**src/sv/tftp_receive_engine_defines.svh**
```systemverilog
// ---------------------------------------------------------------------------
// TFTP receive engine assertion macros
// Concurrent assertion helpers used by the receive engine core.
// ---------------------------------------------------------------------------
`ifndef TFTP_RECEIVE_ENGINE_DEFINES_SVH
`define TFTP_RECEIVE_ENGINE_DEFINES_SVH

// Checked on every clock edge outside of reset.
`define TRE_ASSERT(label, prop, msg) \
  label: assert property (@(posedge clk_i) disable iff (!rst_ni) prop) else $error(msg);

// Checked on every clock edge, reset included.
`define TRE_ASSERT_ALWAYS(label, prop, msg) \
  label: assert property (@(posedge clk_i) prop) else $error(msg);

`endif

```
**src/sv/tftp_re_pkg.sv**
```systemverilog
// ---------------------------------------------------------------------------
// TFTP receive engine package
// Item types and protocol constants shared by the receive engine modules.
// ---------------------------------------------------------------------------
package tftp_re_pkg;

  localparam int unsigned AddrW = 25;
  localparam int unsigned PortW = 16;
  localparam int unsigned WordW = 16;

  localparam logic [WordW-1:0] OpData  = 16'd3;
  localparam logic [WordW-1:0] OpAck   = 16'd4;
  localparam logic [WordW-1:0] OpError = 16'd5;

  localparam logic [WordW-1:0] HdrLen    = 16'd4;
  localparam logic [WordW-1:0] PosMax    = 16'hFFFF;
  localparam logic [PortW-1:0] ResetPort = 16'd7642;
  localparam logic [AddrW-1:0] TotalMax  = 25'h1FF_FFFF;

  typedef struct packed {
    logic [7:0]       payload_byte;
    logic             first_byte;
    logic             last_byte;
    logic [PortW-1:0] source_port;
    logic [PortW-1:0] dest_port;
  } in_item_t;

  typedef struct packed {
    logic             write_enable;
    logic [AddrW-1:0] write_addr;
    logic [7:0]       write_data;
    logic             send_ack;
    logic [PortW-1:0] reply_port;
    logic [WordW-1:0] reply_block;
    logic [AddrW-1:0] received_bytes;
    logic             finished;
    logic             error;
    logic [WordW-1:0] acked_block;
    logic             acked_valid;
    logic [PortW-1:0] peer_data_port;
  } out_item_t;

endpackage

```
**src/sv/tftp_re_in_stage.sv**
```systemverilog
// ---------------------------------------------------------------------------
// TFTP receive engine input stage
// Registers one incoming item and releases it when the result side has room.
// ---------------------------------------------------------------------------
module tftp_re_in_stage (
  input  logic                  clk_i,
  input  logic                  rst_ni,
  input  logic                  in_valid_i,
  output logic                  in_stall_o,
  input  tftp_re_pkg::in_item_t in_item_i,
  input  logic                  ready_i,
  output logic                  fire_o,
  output tftp_re_pkg::in_item_t item_o
);

  logic                  valid_q;
  tftp_re_pkg::in_item_t item_q;
  logic                  take;

  assign fire_o     = valid_q && ready_i;
  assign in_stall_o = valid_q && !ready_i;
  assign take       = in_valid_i && !in_stall_o;
  assign item_o     = item_q;

  always_ff @(posedge clk_i or negedge rst_ni) begin
    if (!rst_ni) begin
      valid_q <= 1'b0;
    end else if (take) begin
      valid_q <= 1'b1;
    end else if (fire_o) begin
      valid_q <= 1'b0;
    end
  end

  always_ff @(posedge clk_i) begin
    if (take) begin
      item_q <= in_item_i;
    end
  end

endmodule

```
**src/sv/tftp_re_core.sv**
```systemverilog
// ---------------------------------------------------------------------------
// TFTP receive engine core
// Packet framing, header decode, memory write and transfer state update.
// ---------------------------------------------------------------------------
`include "tftp_receive_engine_defines.svh"

module tftp_re_core #(
  parameter int unsigned BLOCK_BYTES = 512
) (
  input  logic                                clk_i,
  input  logic                                rst_ni,
  input  logic                                cfg_we_i,
  input  logic [tftp_re_pkg::PortW-1:0]       cfg_wdata_i,
  input  logic                                fire_i,
  input  tftp_re_pkg::in_item_t               item_i,
  output tftp_re_pkg::out_item_t              res_o
);

  localparam int unsigned AW = tftp_re_pkg::AddrW;
  localparam int unsigned WW = tftp_re_pkg::WordW;
  localparam logic [AW-1:0] BlockBytesA = AW'(BLOCK_BYTES);
  localparam logic [WW-1:0] BlockBytesW = WW'(BLOCK_BYTES);

  logic [tftp_re_pkg::PortW-1:0] local_port_q;
  logic [WW-1:0] byte_count_q, byte_count_d;
  logic [WW-1:0] opcode_q, opcode_d;
  logic [WW-1:0] block_q, block_d;
  logic [AW-1:0] total_q, total_d;
  logic          done_q, done_d;
  logic          error_q, error_d;
  logic [WW-1:0] ack_block_q, ack_block_d;
  logic          ack_seen_q, ack_seen_d;
  logic [tftp_re_pkg::PortW-1:0] peer_q, peer_d;
  logic [AW-1:0] base_q, base_d;

  logic [WW-1:0] pos;
  logic          port_ok;
  logic          in_body;
  logic          at_end;
  logic          block_nz;
  logic [WW-1:0] len;
  logic [AW:0]   sum;
  logic [WW-1:0] blk_m1;

  assign pos      = item_i.first_byte ? '0 : byte_count_q;
  assign port_ok  = item_i.dest_port == local_port_q;
  assign in_body  = pos >= tftp_re_pkg::HdrLen;
  assign at_end   = item_i.last_byte && port_ok && (pos >= tftp_re_pkg::HdrLen - 16'd1);
  assign block_nz = block_d != '0;
  assign len      = pos + 16'd1 - tftp_re_pkg::HdrLen;
  assign sum      = {1'b0, total_q} + (AW + 1)'(len);
  assign blk_m1   = block_d - 16'd1;
  assign base_d   = AW'(blk_m1) * BlockBytesA;

  always_comb begin
    opcode_d = opcode_q;
    block_d  = block_q;
    unique case (pos)
      16'd0:   opcode_d = {item_i.payload_byte, 8'h00};
      16'd1:   opcode_d = {opcode_q[15:8], item_i.payload_byte};
      16'd2:   block_d  = {item_i.payload_byte, 8'h00};
      16'd3:   block_d  = {block_q[15:8], item_i.payload_byte};
      default: ;
    endcase
  end

  always_comb begin
    total_d     = total_q;
    done_d      = done_q;
    error_d     = error_q;
    ack_block_d = ack_block_q;
    ack_seen_d  = ack_seen_q;
    peer_d      = peer_q;
    res_o       = '0;

    if (in_body && port_ok && opcode_d == tftp_re_pkg::OpData && block_nz) begin
      res_o.write_enable = 1'b1;
      res_o.write_addr   = base_q + AW'(pos - tftp_re_pkg::HdrLen);
      res_o.write_data   = item_i.payload_byte;
    end

    if (at_end) begin
      if (opcode_d == tftp_re_pkg::OpAck) begin
        peer_d      = item_i.source_port;
        ack_block_d = block_d;
        ack_seen_d  = 1'b1;
      end else if (block_nz && opcode_d == tftp_re_pkg::OpData) begin
        total_d = sum[AW] ? tftp_re_pkg::TotalMax : sum[AW-1:0];
        if (len < BlockBytesW) begin
          done_d = 1'b1;
        end
        res_o.send_ack    = 1'b1;
        res_o.reply_port  = item_i.source_port;
        res_o.reply_block = block_d;
      end else if (block_nz && opcode_d == tftp_re_pkg::OpError) begin
        error_d = 1'b1;
        done_d  = 1'b1;
      end
    end

    if (item_i.last_byte) begin
      byte_count_d = '0;
    end else if (pos == tftp_re_pkg::PosMax) begin
      byte_count_d = tftp_re_pkg::PosMax;
    end else begin
      byte_count_d = pos + 16'd1;
    end

    res_o.received_bytes = total_d;
    res_o.finished       = done_d;
    res_o.error          = error_d;
    res_o.acked_block    = ack_block_d;
    res_o.acked_valid    = ack_seen_d;
    res_o.peer_data_port = peer_d;
  end

  always_ff @(posedge clk_i or negedge rst_ni) begin
    if (!rst_ni) begin
      local_port_q <= tftp_re_pkg::ResetPort;
    end else if (cfg_we_i) begin
      local_port_q <= cfg_wdata_i;
    end
  end

  always_ff @(posedge clk_i or negedge rst_ni) begin
    if (!rst_ni) begin
      byte_count_q <= '0;
      opcode_q     <= '0;
      block_q      <= '0;
      total_q      <= '0;
      done_q       <= 1'b0;
      error_q      <= 1'b0;
      ack_block_q  <= '0;
      ack_seen_q   <= 1'b0;
      peer_q       <= '0;
    end else if (fire_i) begin
      byte_count_q <= byte_count_d;
      opcode_q     <= opcode_d;
      block_q      <= block_d;
      total_q      <= total_d;
      done_q       <= done_d;
      error_q      <= error_d;
      ack_block_q  <= ack_block_d;
      ack_seen_q   <= ack_seen_d;
      peer_q       <= peer_d;
    end
  end

  always_ff @(posedge clk_i) begin
    if (fire_i && pos == tftp_re_pkg::HdrLen - 16'd1) begin
      base_q <= base_d;
    end
  end

  `TRE_ASSERT(a_write_advances, fire_i && res_o.write_enable && !item_i.last_byte |=> byte_count_q > tftp_re_pkg::HdrLen, "Write did not advance the byte position.")
  `TRE_ASSERT(a_total_monotonic, 1'b1 |=> total_q >= $past(total_q), "Received byte total decreased.")
  `TRE_ASSERT(a_error_done, error_q |-> done_q, "Error flag set without finished flag.")
  `TRE_ASSERT(a_ack_block_nz, fire_i && res_o.send_ack |-> res_o.reply_block != '0, "Acknowledge requested for block zero.")

endmodule

```
**src/sv/tftp_re_out_stage.sv**
```systemverilog
// ---------------------------------------------------------------------------
// TFTP receive engine output stage
// Holds one result item until the downstream side takes it.
// ---------------------------------------------------------------------------
module tftp_re_out_stage (
  input  logic                   clk_i,
  input  logic                   rst_ni,
  input  logic                   load_i,
  input  tftp_re_pkg::out_item_t res_i,
  output logic                   ready_o,
  output logic                   out_valid_o,
  input  logic                   out_stall_i,
  output tftp_re_pkg::out_item_t out_item_o
);

  logic                   valid_q;
  tftp_re_pkg::out_item_t res_q;

  assign ready_o     = !valid_q || !out_stall_i;
  assign out_valid_o = valid_q;
  assign out_item_o  = res_q;

  always_ff @(posedge clk_i or negedge rst_ni) begin
    if (!rst_ni) begin
      valid_q <= 1'b0;
    end else if (load_i) begin
      valid_q <= 1'b1;
    end else if (!out_stall_i) begin
      valid_q <= 1'b0;
    end
  end

  always_ff @(posedge clk_i) begin
    if (load_i) begin
      res_q <= res_i;
    end
  end

endmodule

```
**src/sv/tftp_receive_engine.sv**
```systemverilog
// ---------------------------------------------------------------------------
// TFTP receive engine
// An accepted item is registered in the input stage and its result in the output stage.
// Throughput: one item per cycle while the output is not stalled; the byte position
// and header registers close their update loop between input and result stages.
// Reset clears all transfer state and sets the local port to 7642.
// ---------------------------------------------------------------------------
module tftp_receive_engine #(
  parameter int unsigned BLOCK_BYTES = 512
) (
  input  logic                          clk_i,
  input  logic                          rst_ni,
  input  logic                          cfg_we_i,
  input  logic [tftp_re_pkg::PortW-1:0] cfg_wdata_i,
  input  logic                          in_valid_i,
  output logic                          in_stall_o,
  input  tftp_re_pkg::in_item_t         in_item_i,
  output logic                          out_valid_o,
  input  logic                          out_stall_i,
  output tftp_re_pkg::out_item_t        out_item_o
);

  logic                   ready;
  logic                   fire;
  tftp_re_pkg::in_item_t  item;
  tftp_re_pkg::out_item_t res;

  tftp_re_in_stage u_in_stage (
    .clk_i      (clk_i),
    .rst_ni     (rst_ni),
    .in_valid_i (in_valid_i),
    .in_stall_o (in_stall_o),
    .in_item_i  (in_item_i),
    .ready_i    (ready),
    .fire_o     (fire),
    .item_o     (item)
  );

  tftp_re_core #(
    .BLOCK_BYTES (BLOCK_BYTES)
  ) u_core (
    .clk_i       (clk_i),
    .rst_ni      (rst_ni),
    .cfg_we_i    (cfg_we_i),
    .cfg_wdata_i (cfg_wdata_i),
    .fire_i      (fire),
    .item_i      (item),
    .res_o       (res)
  );

  tftp_re_out_stage u_out_stage (
    .clk_i       (clk_i),
    .rst_ni      (rst_ni),
    .load_i      (fire),
    .res_i       (res),
    .ready_o     (ready),
    .out_valid_o (out_valid_o),
    .out_stall_i (out_stall_i),
    .out_item_o  (out_item_o)
  );

endmodule

```
**config.mk**
```make
export PLATFORM = sky130hd
export DESIGN_NAME = tftp_receive_engine
export DESIGN_NICKNAME = d
export VERILOG_FILES = /design/src/sv/tftp_re_pkg.sv /design/src/sv/tftp_re_in_stage.sv /design/src/sv/tftp_re_core.sv /design/src/sv/tftp_re_out_stage.sv /design/src/sv/tftp_receive_engine.sv
export VERILOG_INCLUDE_DIRS = /design/src /design/src/sv
export SDC_FILE = /design/constraint.sdc
export NUM_CORES = 1
export LEC_CHECK = 0
export ABC_AREA = 1
export BUFFER_PORTS_ARGS = -buffer_cell sky130_fd_sc_hd__buf_4
export CAP_MARGIN = 20
export CORE_MARGIN = 3
export CORE_UTILIZATION = 45
export DETAILED_ROUTE_END_ITERATION = 7
export SLEW_MARGIN = 10
export SYNTH_ARGS = -nofsm -noshare
export SYNTH_HDL_FRONTEND = slang
export SYNTH_SLANG_ARGS = --single-unit
```
**constraint.sdc**
```tcl
create_clock -name clk_i -period 6 [get_ports clk_i]
set_input_delay 0.3 -clock clk_i [delete_from_list [all_inputs] [get_ports clk_i]]
set_output_delay 0.3 -clock clk_i [all_outputs]
set_load 0.05 [all_outputs]
```
==> results.txt <==
Among all stages on the critical path, the largest delay is contributed by edfxtp_1. The met1 wire length is 18990 µm, and the synthesized area is 16050 µm². The worst relative slew slack was 0.3080.

The number of buffers inserted by port buffering works out to 191. The final max-slew violation count is 0. The logs give 37970 µm² for the die outline area and 0 for the number of nets with antenna violations after routing. Based on the critical path, the design can be clocked at up to 0.1887 GHz. The run gives 41270 µm as the wire length reported by the detailed router. Number of diodes: 0. The tools report the count of max-cap constraint violations as 0. The run gives 19700 µm² as the area of all placed cells without fillers. By instance count, the cell type seen most on the critical path is nand2_1. The final setup slack of the worst path is 700.8 ps, and the cell row count is 68. The mean instance size in the synthesized netlist came out at 9.370 µm². The logs give 17830 µm² for the post-place instance area and 6.421 mW for the total power draw. The area share of the largest cell type after synthesis is 0.3461, and the register-to-register setup slack is 700 ps. The die is 194.9 µm wide. The detailed-route vias per instance is 5.132, and the number of global-route vias before repair is 12430.

TritonCTS built the clock tree. The tools report the total count of hold-check failures in the final report as 0. The run gives 66700 µm as the wire length of the first global-routing pass. The flip-flop and latch count after synthesis was 311. The routability congestion estimate was 0.9077; the core footprint was 34880 µm². The startpoint identified for the worst hold timing path is cfg_wdata_i[11]. For this run, the slowest stage of the critical path takes 570 ps. The top layer reached by signal wires is met4. Along the worst path, the maximum fanout reaches 19. The clock skew is 17.44 ps.

Measured in cells, the most critical reg-to-reg path has a length of 31. Prior to clock tree synthesis, the placed netlist has a worst setup slack of 583.9 ps. The starting density of the core is 0.4601, and the mean routed wirelength per cell is 16.87 µm. The class of the worst hold path was primary input to flop. The share of the yosys chip area belonging to registers is 0.5433.

Total overflow reported by the global router: 0. The library cell used most frequently in the layout, excluding fill and tap cells, is nand2_1. The endpoint required time on the critical path is 6280 ps. Clock tree synthesis found a total of 311 sinks.

The critical setup path kind is flop to flop. Setup repair after global routing left no endpoint under its margin. The run gives 0 as the number of antenna violations at the first check in global routing. STA classifies the critical path startpoint as a flop. For the pin with the worst max-slew slack, the measured transition is 1036 ps.

Counting tap cells, the placed design contains a total of 2317 instances. Synthesis produced a netlist with a net count of 1819. The final core utilization is 0.5647. The synthesized design spends more area on one cell type than any other, namely edfxtp_1. Share of flip-flops with an asynchronous set or reset: 0.4051.

The tools report the detailed-placement wirelength estimate as 29270 µm. The count of cells in the finished layout, fillers not included, comes to 2446. The logs give 0 ps for the final total negative setup slack and 0.0002246 V for the maximum ir drop on the vdd rail.

After the first detailed-routing iteration, the DRC count stood at 633. The later pin in the worst-skew pair is clocked with a latency of 540 ps. Maximum number of pins on one net before global-route repair: 66.

The terminating pin of the worst hold path was u_core.local_port_q[11]. The analysis attributes to cell leakage a power of 8.942 nW. The count of flip-flops with a built-in enable after synthesis was 185. The first detailed-routing pass ran for 5 iterations.

The worst hold path passes through 2 cells. The tools report the critical path endpoint category as a flop. The clock passes through at most 3 buffers.

For this run, the leading register cell type out of synthesis is edfxtp_1. The number of nets at the end of the flow came out at 2069. For the finished layout, the period the worst path requires is 5299 ps. In this run the critical register-to-register path is captured at u_out_stage.out_item_o[41]. The tools report the number of remaining DRC errors as 0. The share of final-layout standard cells stronger than drive strength 1 was 0.2019; the length of routed met2 wiring was 19110 µm. The floorplan die height was 194.9 µm. Yosys attributes the largest share of cell area to edfxtp_1 35%, dfrtp_1 18%, nand2_1 10%.

From synthesis to final layout, the design area changed by 22.74%. The number of buffer and inverter stages on the critical path came out at 10. The top cell types in the final layout, fill and taps aside, are 445 x nand2_1, 204 x buf_4, 185 x edfxtp_1. The overall via count from detail_route is 12550, and the clock input transition at the sequential cells of the worst setup and hold paths is 60 ps.

The flow ran to the end, and the final reports show no timing, DRC or antenna violations. Start of the worst register-to-register path: u_in_stage.item_o[33]. The Yosys step of the flow raised 0 warnings. Synthesis produced a netlist whose cell count is 1713. The H-tree was split into 2 levels.

The netlist uses 54 different library cells. The number of I/O pins was 192. Clock tree synthesis inserted a total of 36 buffers.

For this design the ratio of total power to cell area is 325.9 nW/µm². Data arrival time of the worst path: 5580 ps. The overall track demand over capacity in global routing came out at 0.2165. The tightest hold path in the finished design has a slack of 23.28 ps.

The fraction of the cycle the final worst path needs is 0.8832. The tree is rooted in a clkbuf_16. Met3 wire length: 2200 µm. The family with the most delay on the worst path is simple AND/OR/NAND/NOR gates. Setup violations remaining at the end of the flow were counted as 0.
-- cell type report --
| cell class | instances | area (µm²) |
|---|---|---|
| clock buffers | 53 | 1066 |
| clock inverters | 13 | 168.9 |
| fillers | 3104 | 15180 |
| inverters | 162 | 621.8 |
| multi-input cells | 1188 | 6412 |
| flip-flops and latches | 311 | 8720 |
| well taps | 455 | 569.3 |
| repair buffers | 264 | 2142 |
-- flip-flops by register name, indices dropped and copies added, names as in the netlist, 16 cells and up --
register,cells
u_core.local_port_q,16
u_core.ack_block_q,16
u_in_stage.item_o,42
u_core.byte_count_q,16
u_core.total_q,25
u_core.opcode_q,16
u_core.peer_q,16
u_core.base_q,16
u_core.block_q,16
u_out_stage.out_item_o,127
-- worst max path at each step --
stage	cells past startpoint	from	to
6_report	31	u_in_stage.item_o[33]	u_out_stage.out_item_o[41]
5_1_grt	31	u_in_stage.item_o[33]	u_out_stage.out_item_o[42]
4_1_cts	29	u_in_stage.item_o[33]	u_out_stage.out_item_o[41]
3_5_place_dp	29	u_in_stage.item_o[33]	u_out_stage.out_item_o[41]
3_3_place_gp	31	u_in_stage.item_o[33]	u_out_stage.out_item_o[57]
2_1_floorplan	31	u_in_stage.item_o[33]	u_out_stage.out_item_o[42]
-- layer usage --
metal,global-route usage,up-vias
met3,0.04143,63
met4,0.05677,0
met1,0.3000,5975
met2,0.3527,309
met5,0,-
li1,-,6207
-- kinds of logic after synthesis --
logic type	after synthesis	synth area share
buf+inv	214	0.05800
simple gates	842	0.2389
fa+ha+maj	43	0.03446
mux	16	0.01123
compound gates	227	0.08138
xor+xnor	60	0.03274
flops	311	0.5433
-- worst reg2reg max path: cells and delay by family (launching register included) --
kind / cells / cell delay [ps]
simple gates: 17 / 2190
xor+xnor: 1 / 300
flops: 1 / 570
compound gates: 1 / 220
buf+inv: 10 / 1300
fa+ha+maj: 2 / 490
-- Yosys cell counts, types with 12 or more instances --
cell type	count
nor3_1	15
a31oi_1	16
nand4_1	23
xor2_1	49
nor2_2	27
inv_2	12
ha_1	41
inv_1	148
nand2_1	447
clkbuf_1	19
mux2_2	16
a21oi_1	42
dfrtp_1	117
nand3_1	110
o21ai_0	108
o22ai_1	12
nor2_1	149
buf_2	14
o21ai_2	17
edfxtp_1	185
nor2_4	18
-- power by group --
part	internal [mW]	leakage, nW	switching, mW	total (mW)
combinational	0.452	4.87	1.09	1.54
clock	1.37	0.605	0.879	2.25
sequential	2.54	3.47	0.0875	2.63
-- what timing repair did --
action	4_1_cts	5_1_grt
endpoints found under the hold margin	104	0
buffers inserted	0	2
endpoints found under the setup margin	0	26
resized for setup	0	2
hold buffers	59	0
Note: power is estimated with default switching activity, not from simulation.
